## src/rtl/core/windowed_interval_quantizer_core_defines.svh

```systemverilog
// Assertion macros shared by the interval quantizer RTL.
// No dependencies; taken in by the files that carry checks.
`ifndef WINDOWED_INTERVAL_QUANTIZER_CORE_DEFINES_SVH
`define WINDOWED_INTERVAL_QUANTIZER_CORE_DEFINES_SVH

// Same-cycle implication, disabled while in reset.
`define WIQ_ASSERT_IMP(lbl, ck, rn, ante, cons) \
  lbl: assert property (@(posedge ck) disable iff (!rn) (ante) |-> (cons)) \
    else $error("interval quantizer check failed");

// Next-cycle implication, disabled while in reset.
`define WIQ_ASSERT_NXT(lbl, ck, rn, ante, cons) \
  lbl: assert property (@(posedge ck) disable iff (!rn) (ante) |=> (cons)) \
    else $error("interval quantizer check failed");

`endif

```

## src/rtl/core/wiq_pkg.sv

```systemverilog
// Shared types, codes and widths for the interval quantizer core.
// No dependencies; used by every module of the block.
package wiq_pkg;

  localparam int REGION_SLOTS_DEF = 128;
  localparam int DIM_BITS_DEF     = 12;

  localparam int CMD_W      = 3;
  localparam int VALUE_W    = 32;
  localparam int SLOT_W     = 7;
  localparam int GRAY_W     = 8;
  localparam int REGION_W   = 7;
  localparam int COUNT_W    = 25;
  localparam int STATUS_W   = 2;
  localparam int CFG_IDX_W  = 3;
  localparam int CFG_DATA_W = 13;
  localparam int WIN_W      = 13;
  localparam int NTHR_W     = 6;
  localparam int ROW_W      = 13;
  localparam int THR_DEPTH  = 64;
  localparam int THR_AW     = 6;

  localparam logic [COUNT_W-1:0] COUNT_MAX = '1;
  localparam logic [ROW_W-1:0]   ROW_MAX   = '1;

  typedef enum logic [CMD_W-1:0] {
    CMD_ELEM  = 3'd0,
    CMD_THR   = 3'd1,
    CMD_COLOR = 3'd2,
    CMD_READ  = 3'd3,
    CMD_START = 3'd4
  } cmd_t;

  typedef enum logic [CFG_IDX_W-1:0] {
    CFG_COLS     = 3'd0,
    CFG_ROWS     = 3'd1,
    CFG_COL_LOW  = 3'd2,
    CFG_ROW_LOW  = 3'd3,
    CFG_COL_HIGH = 3'd4,
    CFG_ROW_HIGH = 3'd5,
    CFG_NTHR     = 3'd6,
    CFG_STATS    = 3'd7
  } cfg_idx_t;

  typedef enum logic [STATUS_W-1:0] {
    ST_OK       = 2'd0,
    ST_PAST_END = 2'd1,
    ST_BAD_SLOT = 2'd2
  } status_t;

  typedef struct packed {
    logic start;
    logic thr_we;
  } cls_ctl_t;

  typedef struct packed {
    logic                done;
    logic [REGION_W-1:0] region;
  } cls_sts_t;

  typedef struct packed {
    logic gray_we;
    logic cnt_we;
    logic clear;
  } stats_ctl_t;

endpackage

```

## src/rtl/core/wiq_stats.sv

```systemverilog
// Gray byte table and region count table with per-entry valid bits.
// Depends on wiq_pkg.
module wiq_stats #(
  parameter int REGION_SLOTS = wiq_pkg::REGION_SLOTS_DEF
) (
  input  logic                            clk,
  input  logic                            rst_n,
  input  wiq_pkg::stats_ctl_t             ctl,
  input  logic [$clog2(REGION_SLOTS)-1:0] rd_addr,
  input  logic [$clog2(REGION_SLOTS)-1:0] wr_addr,
  input  logic [wiq_pkg::GRAY_W-1:0]      gray_wdata,
  input  logic [wiq_pkg::COUNT_W-1:0]     cnt_wdata,
  output logic [wiq_pkg::GRAY_W-1:0]      gray_q,
  output logic [wiq_pkg::COUNT_W-1:0]     cnt_q
);
  import wiq_pkg::*;

  logic [GRAY_W-1:0]       gray_mem [REGION_SLOTS];
  logic [COUNT_W-1:0]      cnt_mem  [REGION_SLOTS];
  logic [REGION_SLOTS-1:0] valid_r;
  logic [GRAY_W-1:0]       gray_q_r;
  logic [COUNT_W-1:0]      cnt_q_r;
  logic                    vld_q_r;

  always_ff @(posedge clk) begin
    if (ctl.gray_we) begin
      gray_mem[wr_addr] <= gray_wdata;
    end
    if (ctl.cnt_we) begin
      cnt_mem[wr_addr] <= cnt_wdata;
    end
    gray_q_r <= gray_mem[rd_addr];
    cnt_q_r  <= cnt_mem[rd_addr];
  end

  // a count entry without its valid bit reads as zero; clear drops them all at once
  always_ff @(posedge clk) begin
    if (!rst_n) begin
      valid_r <= '0;
      vld_q_r <= 1'b0;
    end else begin
      if (ctl.clear) begin
        valid_r <= '0;
      end else if (ctl.cnt_we) begin
        valid_r[wr_addr] <= 1'b1;
      end
      vld_q_r <= valid_r[rd_addr];
    end
  end

  assign gray_q = gray_q_r;
  assign cnt_q  = vld_q_r ? cnt_q_r : '0;

endmodule

```

## config.mk

```make
export PLATFORM = sky130hd
export DESIGN_NAME = wiq_stats
export DESIGN_NICKNAME = d
export VERILOG_FILES = /design/src/rtl/core/windowed_interval_quantizer_core_defines.svh /design/src/rtl/core/wiq_pkg.sv /design/src/rtl/core/wiq_stats.sv
export SDC_FILE = /design/constraint.sdc
export NUM_CORES = 2
export LEC_CHECK = 0
export BUFFER_PORTS_ARGS = -buffer_cell sky130_fd_sc_hd__buf_2
export CAP_MARGIN = 20
export CORE_ASPECT_RATIO = 0.75
export CORE_MARGIN = 5
export CORE_UTILIZATION = 45
export CTS_BUF_LIST = sky130_fd_sc_hd__clkbuf_4 sky130_fd_sc_hd__clkbuf_8
export CTS_CLUSTER_DIAMETER = 80
export DETAILED_ROUTE_END_ITERATION = 8
export RECOVER_POWER = 25
export SLEW_MARGIN = 20
export SYNTH_ARGS = -nofsm -noshare
export SYNTH_HDL_FRONTEND = slang
export SYNTH_MEMORY_MAX_BITS = 65536
export SYNTH_SLANG_ARGS = --single-unit
```

## constraint.sdc

```tcl
create_clock -name clk -period 2.4 [get_ports clk]
set_input_delay 0.12 -clock clk [delete_from_list [all_inputs] [get_ports clk]]
set_output_delay 0.12 -clock clk [all_outputs]
set_load 0.05 [all_outputs]
```

# After elaboration in Yosys (flattened, before gate mapping)
# Memories as Yosys holds them, arrays and structs flattened. A register that Yosys moved wholly into a read port is not among the register bits.
# Cells that the tools add are included.
dict set report totals {
  regBits 129
  ramBits 4224
  in_bits 52
  word_cells 20
  memories 2
}
dict set report classes {
  order_cmp 3
  n_mux 9
  bitwise 2
  reduce_logical 2
}
# name words width read_ports rd_clocked_by_memory_dff write_ports line
set memory_table {}
lappend memory_table {cnt_mem 128 25 1 1 1 wiq_stats.sv:19} ;# logic [COUNT_W-1:0] cnt_mem [REGION_SLOTS];
lappend memory_table {gray_mem 128 8 1 1 1 wiq_stats.sv:18} ;# logic [GRAY_W-1:0] gray_mem [REGION_SLOTS];
# cell n
set op_table {}
lappend op_table {{OR 128 bit} 1}
lappend op_table {{two-way mux 25 bit} 1}
lappend op_table {{less-than comparator 7 x 8 -> 1 bit (second input constant)} 2}
lappend op_table {{binary-select mux 1 bit (select 7 bit)} 1}
lappend op_table {{demux 1 bit (select 7 bit)} 1}
lappend op_table {{>= comparator 7 x 1 -> 1 bit (second input constant)} 1}
lappend op_table {{two-way mux 1 bit} 6}
lappend op_table {{OR reduction 2 bit} 1}
lappend op_table {{logical AND 1 bit} 1}
lappend op_table {{NOT 1 bit} 1}

# Depth between registers and ports, before layout
dict set report depth {
  ltp_word 5
  depth_mapped 13
}

# Worst setup path before layout
# Ideal clock, no wire load.
dict set report synth_path {
  kind {in2reg}
  startpoint {input port wr_addr[0]}
  endpoint {memory cnt_mem[107][0] (enable)}
  setup_time_ps 408
  t_arrival_ps 2117
  required_time_ps 1992
  path_slack_ps -125
  stages 5
  cell_sequence {clkbuf_1 nor2b_1 nand3_1 clkbuf_1 nor2_1}
}
# element line
set synth_rtl {}
lappend synth_rtl {{from (decl)} wiq_stats.sv:10} ;# input logic [$clog2(REGION_SLOTS)-1:0] wr_addr,
lappend synth_rtl {{to (decl)} wiq_stats.sv:19}
# Straight into the memory's write port.

==> impl_metrics.toml <==
[setup_path]
path_class = "in2reg"
crit_fanout = 21
r2r_end = "cnt_q_r[3]$_DFF_P_"
slowest_stage = "dlygate4sd3_1"
ff2ff_setup_slack_ps = 70
slowest_delay_ps = 550
cp.required_ps = 3480
crit_path_end_kind = "register"
crit_chain = "dlygate4sd3_1 -> clkbuf_8 -> buf_4 -> nor2_4 -> nand2_1 -> buf_4 -> buf_4 -> a21oi_1 -> nand3_1 -> nand4_1 -> nand4bb_1"
crit_path_start_kind = "primary input"
setup.worst_path.start = "rd_addr[2]"
reg2regPathDepth = 6
worstReg2RegStart = "cnt_mem[51][3]$_DFFE_PP_"
critPathArrivalTime_ps = 3540
crit_path_frequent_cell = "buf_4"

[status]
status = "finished with violations"
violations = "capacitance limit, slew limit, setup timing"

[clock_network]
insertion_delay_ps = 1240
cts_buffers = 660
cts_buffer_depth = 4
cts_tree = "yes"
cts_root_buf = "clkbuf_8"
cts.reportedPaths.clkPinSlew_ps = 60
htreeDepth = 6
cts_num_sinks = 4386

[hold_path]
min_to = "valid_r[74]$_SDFFE_PP0P_"
hold_start = "ctl[0]"
whs_path_depth = 4
hp-class = "in2reg"

[die]
rows = 194
die_area_um2 = 385000
die_w_um = 715
ios = 85
start_util = 0.451
core_area_um2 = 372000
die_y_um = 539

[sta]
fin_ws_ps = -60.8
rsz0062_at_grt = "no"
period_needed_ps = 2460
tightest_slew_ps = 2310
relSlewSlack = -0.538
hold_viol = 0
period_share = 1.03
setup_viol = 2
fmax_mhz = 406
tns_ps = -75.8
slew_violations = 1276
skew_ps = 85.4

[placed_design]
place.gp.congestion = 0.882
place_area_um2 = 184000
dp_slack_ps = -757
port_buffers = 84
dp_hpwl_um = 297000

[power_and_ir_drop]
p_sw_mw = 34.8
combPwrFrac = 0.059
power_density_nw_per_um2 = 775
clockPowerShare = 0.390
switching_share = 0.227
power.internal_mw = 119
total_leakage_power_nw = 64.9
p_seq_frac = 0.551
peakVddDrop_v = 0.000618

[logic_synthesis]
synth_edf_count = 4224
synth-seq-cells = 4386
synth_area_um2 = 168000
synth_flop_cell = "edfxtp_1"
synthArstFlopShare = 0
yosysUniqueCellTypes = 41
avgSynthCellArea_um2 = 20.3
yosysWarningCount = 0
ys_seq_area_frac = 0.776
netlist_instances = 8251
synth.net_count = 8303

[layout]
drive_above_1_share = 0.314
fin_nets = 9724
final_common_cell = "edfxtp_1"
area_growth_pct = 18.1
layout_common_cells = "edfxtp_1, mux4_2, buf_4, clkbuf_8, mux2i_1"
fin_area_um2 = 198000

[run]
cap_violations = 21

[routing]
drtAntennaViolNets = 0
viasPerCell = 5.88
wl_per_cell_um = 31.4
routed_wl_um = 479000
dr.first_iter.drc_count = 11300
drc = 0
dr_total_vias = 89800
first_pass_iters = 6

[grt]
grt_util_met3 = 0.0559
grt_use_total = 0.245
grtUsageMet2 = 0.362
overflow = 0
antenna_found_initial = 59
use_met1 = 0.362
grt.busiest_layer = "met1"
grt_max_degree = 129
grt_pass1_vias = 89500
grt_pass1_wl_um = 675000
## per-layer routing
metal,share of wire,wire [um]
met2,0.45,214000
met1,0.41,199000
met4,0.036,17300
met5,0.00018,87
met3,0.10,48500
## state kept, by name, indices dropped and copies added (netlist names)
name      cells
cnt_mem    3200
gray_mem   1024
valid_r     128
cnt_q_r      25
gray_q        8
vld_q_r       1
## how the worst max path moves through the flow
stage               slack, ps                         to
floorplan                -120  cnt_mem[107][0]$_DFFE_PP_
global placement         -790         cnt_q_r[3]$_DFF_P_
detailed placement       -760         cnt_q_r[3]$_DFF_P_
CTS                        -6                  cnt_q[22]
global route                9         cnt_q_r[9]$_DFF_P_
finish                    -60         cnt_q_r[4]$_DFF_P_
## synthesized netlist by cell type, drive strengths merged (2+ instances only)
cell / instances / share of area
a221oi: 32 / 0.0017
and2: 33 / 0.0012
nand3: 317 / 0.0095
a31oi: 2 / 0.000075
o21ba: 17 / 0.0010
a211oi: 3 / 0.00013
clkbuf: 295 / 0.0066
nand4bb: 32 / 0.0021
dfxtp: 162 / 0.019
nor2b: 82 / 0.0031
mux4: 841 / 0.11
nor4: 32 / 0.0012
mux2i: 562 / 0.034
o21ai: 66 / 0.0020
a22oi: 315 / 0.014
inv: 2 / 0.000045
mux2: 34 / 0.0023
a32oi: 33 / 0.0017
a21oi: 130 / 0.0039
nor2: 490 / 0.011
nand4: 78 / 0.0029
nand2: 250 / 0.0056
and4b: 2 / 0.00012
edfxtp: 4224 / 0.76
nand4b: 2 / 0.00010
and3: 2 / 0.000075
buf: 203 / 0.0066
## repair_timing
action | CTS | global route
setup buffers | 0 | 0
pin swaps | 0 | 1
hold buffers | 107 | 0
resized for setup | 59 | 4
endpoints found under the hold margin | 7824 | 0
setup endpoints to repair | 33 | 20
## critical path, delay by kind of cell
family,cells,cell delay [ps]
buf+inv,5,1790
compound gates,1,40
simple gates,5,1470
## per-stage QoR
step	total power, mW	util	hold slack, ps	std cells
2_1_floorplan	89.9	-	219	8251
3_3_place_gp	94.8	0.496	360	13900
3_5_place_dp	95.0	0.496	363	13900
4_1_cts	155	0.534	9.90	15200
5_1_grt	159	0.533	119	15200
6_report	154	0.533	161	15300
## power by group through the flow
stage / clock [mW] / sequential (mW) / combinational [mW]
4_1_cts: 61.1 / 84.5 / 9.16
3_3_place_gp: 0 / 86.1 / 8.72
2_1_floorplan: 0 / 86.0 / 3.87
3_5_place_dp: 0 / 86.1 / 8.85
6_report: 59.9 / 84.6 / 9.03
5_1_grt: 64.6 / 84.5 / 9.44
## cell type report
cell class              instances  area [um2]
fillers                     28800      174000
flip-flops and latches       4386      130000
multi-input cells            3365       36100
repair buffers               1257       12600
clock buffers                 902       11100
well taps                    4998        6250
clock inverters               283        1630
diodes                         70         175
inverters                       2        10.0
## cell families after synthesis
| logic type | synth area share |
|---|---|
| and+or+nand+nor | 0.0370 |
| AOI/OAI and AO/OA | 0.0249 |
| DFF | 0.776 |
| muxes | 0.149 |
| buffers and inverters | 0.0132 |
(Power assumes the default switching activity.)
