File: src/rtl/core/windowed_interval_quantizer_core_defines.svh
// Assertion macros shared by the interval quantizer RTL.
// No dependencies; taken in by the files that carry checks.
`ifndef WINDOWED_INTERVAL_QUANTIZER_CORE_DEFINES_SVH
`define WINDOWED_INTERVAL_QUANTIZER_CORE_DEFINES_SVH

// Same-cycle implication, disabled while in reset.
`define WIQ_ASSERT_IMP(lbl, ck, rn, ante, cons) \
  lbl: assert property (@(posedge ck) disable iff (!rn) (ante) |-> (cons)) \
    else $error("interval quantizer check failed");

// Next-cycle implication, disabled while in reset.
`define WIQ_ASSERT_NXT(lbl, ck, rn, ante, cons) \
  lbl: assert property (@(posedge ck) disable iff (!rn) (ante) |=> (cons)) \
    else $error("interval quantizer check failed");

`endif

File: src/rtl/core/wiq_pkg.sv
// Shared types, codes and widths for the interval quantizer core.
// No dependencies; used by every module of the block.
package wiq_pkg;

  localparam int REGION_SLOTS_DEF = 128;
  localparam int DIM_BITS_DEF     = 12;

  localparam int CMD_W      = 3;
  localparam int VALUE_W    = 32;
  localparam int SLOT_W     = 7;
  localparam int GRAY_W     = 8;
  localparam int REGION_W   = 7;
  localparam int COUNT_W    = 25;
  localparam int STATUS_W   = 2;
  localparam int CFG_IDX_W  = 3;
  localparam int CFG_DATA_W = 13;
  localparam int WIN_W      = 13;
  localparam int NTHR_W     = 6;
  localparam int ROW_W      = 13;
  localparam int THR_DEPTH  = 64;
  localparam int THR_AW     = 6;

  localparam logic [COUNT_W-1:0] COUNT_MAX = '1;
  localparam logic [ROW_W-1:0]   ROW_MAX   = '1;

  typedef enum logic [CMD_W-1:0] {
    CMD_ELEM  = 3'd0,
    CMD_THR   = 3'd1,
    CMD_COLOR = 3'd2,
    CMD_READ  = 3'd3,
    CMD_START = 3'd4
  } cmd_t;

  typedef enum logic [CFG_IDX_W-1:0] {
    CFG_COLS     = 3'd0,
    CFG_ROWS     = 3'd1,
    CFG_COL_LOW  = 3'd2,
    CFG_ROW_LOW  = 3'd3,
    CFG_COL_HIGH = 3'd4,
    CFG_ROW_HIGH = 3'd5,
    CFG_NTHR     = 3'd6,
    CFG_STATS    = 3'd7
  } cfg_idx_t;

  typedef enum logic [STATUS_W-1:0] {
    ST_OK       = 2'd0,
    ST_PAST_END = 2'd1,
    ST_BAD_SLOT = 2'd2
  } status_t;

  typedef struct packed {
    logic start;
    logic thr_we;
  } cls_ctl_t;

  typedef struct packed {
    logic                done;
    logic [REGION_W-1:0] region;
  } cls_sts_t;

  typedef struct packed {
    logic gray_we;
    logic cnt_we;
    logic clear;
  } stats_ctl_t;

endpackage

File: src/rtl/core/wiq_classifier.sv
// Threshold store and the shared signed comparator that scans it, one entry a cycle.
// Depends on wiq_pkg.
module wiq_classifier (
  input  logic                           clk,
  input  logic                           rst_n,
  input  wiq_pkg::cls_ctl_t              ctl,
  input  logic [wiq_pkg::THR_AW-1:0]     thr_addr,
  input  logic [wiq_pkg::VALUE_W-1:0]    thr_wdata,
  input  logic signed [wiq_pkg::VALUE_W-1:0] elem,
  input  logic [wiq_pkg::NTHR_W-1:0]     n_thr,
  output wiq_pkg::cls_sts_t              sts
);
  import wiq_pkg::*;

  logic [VALUE_W-1:0]  thr_mem [THR_DEPTH];
  logic [VALUE_W-1:0]  thr_q_r;
  logic [THR_AW-1:0]   k_r, k_nxt;
  logic                busy_r, busy_nxt;
  logic                done_r, done_nxt;
  logic [REGION_W-1:0] region_r, region_nxt;
  logic                hit, eq;

  assign hit = $signed(thr_q_r) >= elem;
  assign eq  = thr_q_r == elem;

  always_comb begin
    k_nxt      = k_r;
    busy_nxt   = busy_r;
    done_nxt   = 1'b0;
    region_nxt = region_r;
    if (ctl.start) begin
      k_nxt = '0;
      if (n_thr == '0) begin
        done_nxt   = 1'b1;
        region_nxt = '0;
      end else begin
        busy_nxt = 1'b1;
      end
    end else if (busy_r) begin
      if (hit) begin
        done_nxt   = 1'b1;
        busy_nxt   = 1'b0;
        region_nxt = {k_r, eq};
      end else if (k_r == n_thr - NTHR_W'(1)) begin
        // above every threshold in use
        done_nxt   = 1'b1;
        busy_nxt   = 1'b0;
        region_nxt = {n_thr, 1'b0};
      end else begin
        k_nxt = k_r + THR_AW'(1);
      end
    end
  end

  // read ahead at the next index so each cycle compares one entry
  always_ff @(posedge clk) begin
    if (ctl.thr_we) begin
      thr_mem[thr_addr] <= thr_wdata;
    end
    thr_q_r <= thr_mem[k_nxt];
  end

  always_ff @(posedge clk) begin
    if (!rst_n) begin
      busy_r <= 1'b0;
      done_r <= 1'b0;
      k_r    <= '0;
    end else begin
      busy_r <= busy_nxt;
      done_r <= done_nxt;
      k_r    <= k_nxt;
    end
    region_r <= region_nxt;
  end

  assign sts.done   = done_r;
  assign sts.region = region_r;

endmodule

File: config.mk
export PLATFORM = sky130hd
export DESIGN_NAME = wiq_classifier
export DESIGN_NICKNAME = d
export VERILOG_FILES = /design/src/rtl/core/windowed_interval_quantizer_core_defines.svh /design/src/rtl/core/wiq_pkg.sv /design/src/rtl/core/wiq_classifier.sv
export SDC_FILE = /design/constraint.sdc
export NUM_CORES = 2
export LEC_CHECK = 0
export ABC_AREA = 1
export BUFFER_PORTS_ARGS = -buffer_cell sky130_fd_sc_hd__buf_2
export CORE_MARGIN = 1
export CORE_UTILIZATION = 40
export DETAILED_ROUTE_END_ITERATION = 7
export PLACE_DENSITY_LB_ADDON = 0.08
export SYNTH_ARGS = -nofsm -noshare
export SYNTH_HDL_FRONTEND = slang
export SYNTH_SLANG_ARGS = --single-unit
File: constraint.sdc
create_clock -name clk -period 10.16 [get_ports clk]
set_input_delay 0.508 -clock clk [delete_from_list [all_inputs] [get_ports clk]]
set_output_delay 0.508 -clock clk [all_outputs]
set_load 0.005 [all_outputs]
======== Yosys cells after proc, flatten, opt, wreduce, memory -nomap -nowiden ========
Memory sizes are Yosys's and may differ from the RTL's. A register that Yosys moved wholly into a read port is not among the register bits.
Cells that the tools add are included.
W data, S select, Z words.
storage, ports and cells
  bits in registers ....................... 15
  logic and storage cells ................. 37
  output and inout bits ................... 8
  RAM bits ................................ 2048
  memories kept ........................... 1
  bits of input ports ..................... 80
operators by class
  reduce and logical (&&, ||, !) cells .... 4
  $lt $le $gt $ge ......................... 1
  add/subtract/negate cells ............... 2
  eq/ne operators ......................... 4
  muxes and demuxes ....................... 21
memory list
  name     words  width  read ports  clocked after Yosys merged registers in  wr ports  line                  RTL
  thr_mem  64     32     1           1                                        1         wiq_classifier.sv:15  logic [VALUE_W-1:0] thr_mem [THR_DEPTH];
operators with widths
  kind                   count
  $mux W7                5
  $eq A32 B32 Y1         1
  $ge A32 B32 Y1         1
  $mux W6                4
  $mux W1                12
  $add A6 B1 Y6 const B  1
  $eq A6 B6 Y1           1
  $logic_not A6 Y1       1
  $sub A6 B1 Y6 const B  1
  $reduce_and A3 Y1      1
  $reduce_bool A3 Y1     1
  $ne A2 B1 Y1 const B   1
  $ne A2 B2 Y1 const B   1
  $reduce_bool A2 Y1     1

======== Depth between registers and ports, before layout ========
  depth after elaboration ................. 6
  mapped depth ............................ 30
  mapped depth without buffers ............ 27

======== Worst setup path after synthesis ========
OpenSTA, ideal clock, no wires.
  kind .................................... input port to flip-flop
  start ................................... input ctl[0] (netlist name)
  end ..................................... memory thr_mem[48][0] (enable)
  library setup time ...................... 0.502 ns
  path slack .............................. 5.522 ns
  path buffers ............................ 1
  data arrival time ....................... 4.136 ns
  data required time ...................... 9.658 ns
  stages on the path ...................... 3
  cells stage by stage .................... clkbuf_1 nand4_1 nor4_1
between the ends
  word-level cells in the longest chain between the ends .. 2
RTL lines
  item                           line                  RTL
  start, declared                wiq_classifier.sv:6   input wiq_pkg::cls_ctl_t ctl,
  $mux W1                        wiq_classifier.sv:57  if (ctl.thr_we) begin
  $mux W1 (not written as such)  wiq_classifier.sv:58  thr_mem[thr_addr] <= thr_wdata;
  end, declared                  wiq_classifier.sv:15
Every way passes these cells.

======== Worst setup path after layout ========
  start ................................... register thr_q_r[14], read port of thr_mem
  end ..................................... register thr_q_r[22], read port of thr_mem
between the ends
  word-level cells in the longest chain between the ends .. 4
RTL lines
  item             line                  RTL
  start, declared  wiq_classifier.sv:16  logic [VALUE_W-1:0] thr_q_r;
  $ge A32 B32 Y1   wiq_classifier.sv:23  assign hit = $signed(thr_q_r) >= elem;
  $mux W6          wiq_classifier.sv:40  if (hit) begin
  $mux W6          wiq_classifier.sv:39  end else if (busy_r) begin
  $mux W6          wiq_classifier.sv:31  if (ctl.start) begin
Every way passes these cells.
A chain may end at the register's enable or synchronous reset.

==> results.txt <==
* Warnings, synthesis: 0
- Most frequent standard cell in the layout excluding fill and tap cells: sky130_fd_sc_hd__edfxtp_1
* Status: completed
- Of the total power, combinational logic draws 0.101.
* Critical path buffer and inverter count: 3
* Maximum number of pins on one net before global-route repair: around 190
- Setup repair after global routing left no endpoint under its margin.
* Via/cell ratio: ~5.5
- The cell sitting at the root of the clock tree is a sky130_fd_sc_hd__clkbuf_16.
- 88 I/O pins were placed.
- Cells resized by post-CTS repair: 0
- Counting flops and latches in the post-synthesis netlist gives between 2,000 and 2,500.
- The share of total power dissipated in the clock network is 0.410.
- Routability congestion estimate: 0.8120
- Crit path capture type: flip-flop
- The routed design has roughly 330,000 microns of wire.
* Sequential cell fraction of total power: 0.489
- Post-route DRC: 0
- Most frequent cell on the critical path: sky130_fd_sc_hd__nand2_1
- The number of antenna violations at the first check in global routing came to 26.
- For this design, the CTS-stage hold fixing added 0 buffers.
- Leading post-synthesis cells by cell area: sky130_fd_sc_hd__edfxtp_1 65%, sky130_fd_sc_hd__nand3_1 10%, sky130_fd_sc_hd__inv_1 8.1%
- For this run, the slowest stage of the critical path takes around 0.96 ns.
* Placed wire-length estimate: ~160,000 microns
- CTS tree: yes
- Internal: approximately 15 mW
- Setup_tns: 0 ns
- Share of the clock period used by the worst path: 0.6584
* Chip width: approximately 490 microns
- Timing would allow up to 149.5 MHz.
- In the synthesized netlist the dominant register cell turns out to be sky130_fd_sc_hd__edfxtp_1.
- Including well taps, the total number of placed cells is about 12,000.
- The count of buffers added on input and output ports is 87.
* Initial Util: 0.4028
- Commonest cells after routing, fill and taps aside: 2,055 x sky130_fd_sc_hd__edfxtp_1, 2,054 x sky130_fd_sc_hd__inv_1, 1,939 x sky130_fd_sc_hd__nand3_1
* Wire length of the first global-routing pass: 468,600 microns
- STA classifies the critical path startpoint as a flip-flop.
* Mean post-synth cell area: 10.36 sq um
* Post-route standard cell area excluding fillers: roughly 0.11 sq mm
* Number of instances in the synthesized netlist: 9,160
* Final-stage net count: 9,117
- The worst path needs between 6 and 7 ns of the cycle, external delays included.
- Of the post-synthesis cell area, the dominant cell type holds 0.6502.
* Switching pwr: between 5 and 6 mW
- Number of enable flip-flop cells after synthesis: approximately 2,100
* Instance area at placement: between 0.09 and 0.1 sq mm
- Headroom to the max-slew limit came out at 0.2159.
- By startpoint and endpoint, the worst setup path is classified as flip-flop to flip-flop.
* Number of sinks handled by clock tree synthesis: 2,095
- Clock-pin slew was measured on the worst setup and hold paths at ~0.06 ns.
- Chain of cells forming the critical path: ha_1 -> nand2_1 -> inv_1 -> nand3_1 -> a21oi_1 -> nor2_1 -> nand2_1 -> nand2_1 -> nand2_1 -> nand2_1 -> nand3_4 -> nor2_2 -> nand2_1 -> o21ai_1 -> nand3_4 -> inv_8 -> buf_4 -> nand3_1 -> nand3_1 -> nand3_1 -> nand3_1 -> nand2_1
* Maximum vdd drop: ~0.14 mV
* Number of global-route vias before repair: 64,537
- Pleak: 43.72 nW
* Cell type with the highest aggregate area in the netlist: sky130_fd_sc_hd__edfxtp_1
* Cell area after synthesis: approximately 0.095 sq mm
- Layout cells sized above 1: 0.07201
- Final instance count without filler cells: approximately 12,000
- Worst hold path class: primary input to flip-flop
* Maximum root-to-sink buffer count: 3
- Top Family by Delay on Critical Path: simple AND/OR/NAND/NOR gates
* Standard-cell rows: 178
- Once layout is complete, the utilization of the core stands at 0.4491.
* Required time reported for the critical path endpoint: between 10 and 15 ns
- Once the clock tree was built, the setup fixing pass inserted 0 buffers.
* Drt first pass iters: 6
- Power density over cell area: about 190 mW/mm^2
- The share of the Yosys chip area taken by registers is 0.6587.
* Layout overhead on the synthesized area: 11.50%
- Drt wl/cell: about 26 microns
- Of the total power, the share spent switching nets is 0.2566.
- Synthesis instantiated 34 different standard cells from the library.
- Final Hold Violating Endpoints: 0
- Synthesized net count: a little over 9,000
- For the pin with the worst max-slew slack, the measured transition is about 1.2 ns.
- On the critical path, the stage with the largest delay is an instance of sky130_fd_sc_hd__inv_8.
- In this run the remaining antenna-violating nets after routing total 0.
- The die covers between 0.2 and 0.25 sq mm.
- Source-to-sink clock delay at the later pin of the worst-skew pair: 0.87 ns
- Critical Path Fanout Max: ~80
- Count of vias placed by the detailed router: 67,754
- Maximum Capacitance Violations: 0
* Final setup vio count: 0
- GRT Overall Usage: 0.2710
- Number of buffers added by the clock tree synthesis step: about 230
- On the final layout, the worst clock skew is roughly 0.038 ns.
- Critical path arrival: about 7.4 ns
- Area of the core: approximately 0.24 sq mm
* # H-tree levels: 4
- Number of max-slew violations in the final report: 0
- After global routing the overflow that remains totals 0.
- Fill cells in the final layout number 22,293.
* Number of DRC markers in iteration 0: slightly above 7,000
* Die Height: slightly below 500 microns
* FFs w/ async S/R, synth: 0
-- sequential cells by signal, indices dropped and copies added, names as in the netlist --
name	cells
thr_mem	2048
done_r	1
region_r	7
busy_r	1
k_r	6
thr_q_r	32
-- final timing paths --
path                                    start              end  slack, ns  depth (start not counted)
worst max-delay path              thr_q_r[14]      thr_q_r[22]       3.47                         22
worst min-delay path            thr_wdata[11]  thr_mem[58][11]       0.05                          1
worst max register to register    thr_q_r[14]      thr_q_r[22]       3.47                         22
worst min register to register         k_r[1]      region_r[2]       0.72                          2
-- layer usage --
layer,share of wire,vias up,track usage
met3,0.065,507,0.03700
met4,0.042,6,0.1124
met5,0.00010,-,0
met1,0.42,33726,0.3657
li1,-,30887,-
met2,0.47,2628,0.4385
-- final cells by class --
class | instances | area, sq um | area share
flip-flops and latches | 2095 | 62510 | 0.5907
clock inverters | 101 | 890.9 | 0.008419
inverters | 2059 | 7751 | 0.07325
multi-input cells | 4341 | 22240 | 0.2102
well taps | 3150 | 3941 | 0.03725
diodes | 9 | 22.52 | 0.0002128
clock buffers | 320 | 6245 | 0.05901
repair buffers | 277 | 2215 | 0.02093
-- Yosys cell counts, types with 2 or more instances --
| library cell | number |
|---|---|
| sky130_fd_sc_hd__inv_1 | 2058 |
| sky130_fd_sc_hd__edfxtp_1 | 2055 |
| sky130_fd_sc_hd__nand3_1 | 1942 |
| sky130_fd_sc_hd__nand2_1 | 1187 |
| sky130_fd_sc_hd__nand4_1 | 975 |
| sky130_fd_sc_hd__clkbuf_1 | 352 |
| sky130_fd_sc_hd__buf_2 | 226 |
| sky130_fd_sc_hd__nor2_1 | 81 |
| sky130_fd_sc_hd__o21ai_0 | 73 |
| sky130_fd_sc_hd__buf_1 | 43 |
| sky130_fd_sc_hd__dfxtp_1 | 40 |
| sky130_fd_sc_hd__buf_4 | 36 |
| sky130_fd_sc_hd__ha_1 | 34 |
| sky130_fd_sc_hd__a21oi_1 | 20 |
| sky130_fd_sc_hd__nor4_1 | 8 |
| sky130_fd_sc_hd__buf_6 | 7 |
| sky130_fd_sc_hd__xnor2_1 | 3 |
| sky130_fd_sc_hd__nor2_2 | 2 |
| sky130_fd_sc_hd__nor3_1 | 2 |
| sky130_fd_sc_hd__o21a_1 | 2 |
-- power by group through the flow --
stage	logic (mW)	registers, mW	clock network (mW)
2_1_floorplan	1.20	9.77	0
3_3_place_gp	1.98	9.82	0
3_5_place_dp	1.99	9.82	0
4_1_cts	1.99	9.64	8.23
5_1_grt	2.15	9.63	8.52
6_report	1.99	9.64	8.09
-- cell families after synthesis --
group | share of synthesized area
flops | 0.6587
xor+xnor | 0.0002769
compound gates | 0.005366
buf+inv | 0.1127
fa+ha+maj | 0.004483
simple gates | 0.2185
-- per-stage QoR --
step | hold slack (ns) | worst slack, ns | power (mW)
finish | 0.04797 | 3.471 | 19.72
global route | 0.01603 | 3.318 | 20.31
CTS | 0.005667 | 3.444 | 19.86
detailed placement | 0.6992 | 3.400 | 11.81
global placement | 0.6963 | 3.332 | 11.80
floorplan | 0.5950 | 5.522 | 10.97
Power figures use the tool's default switching activity.
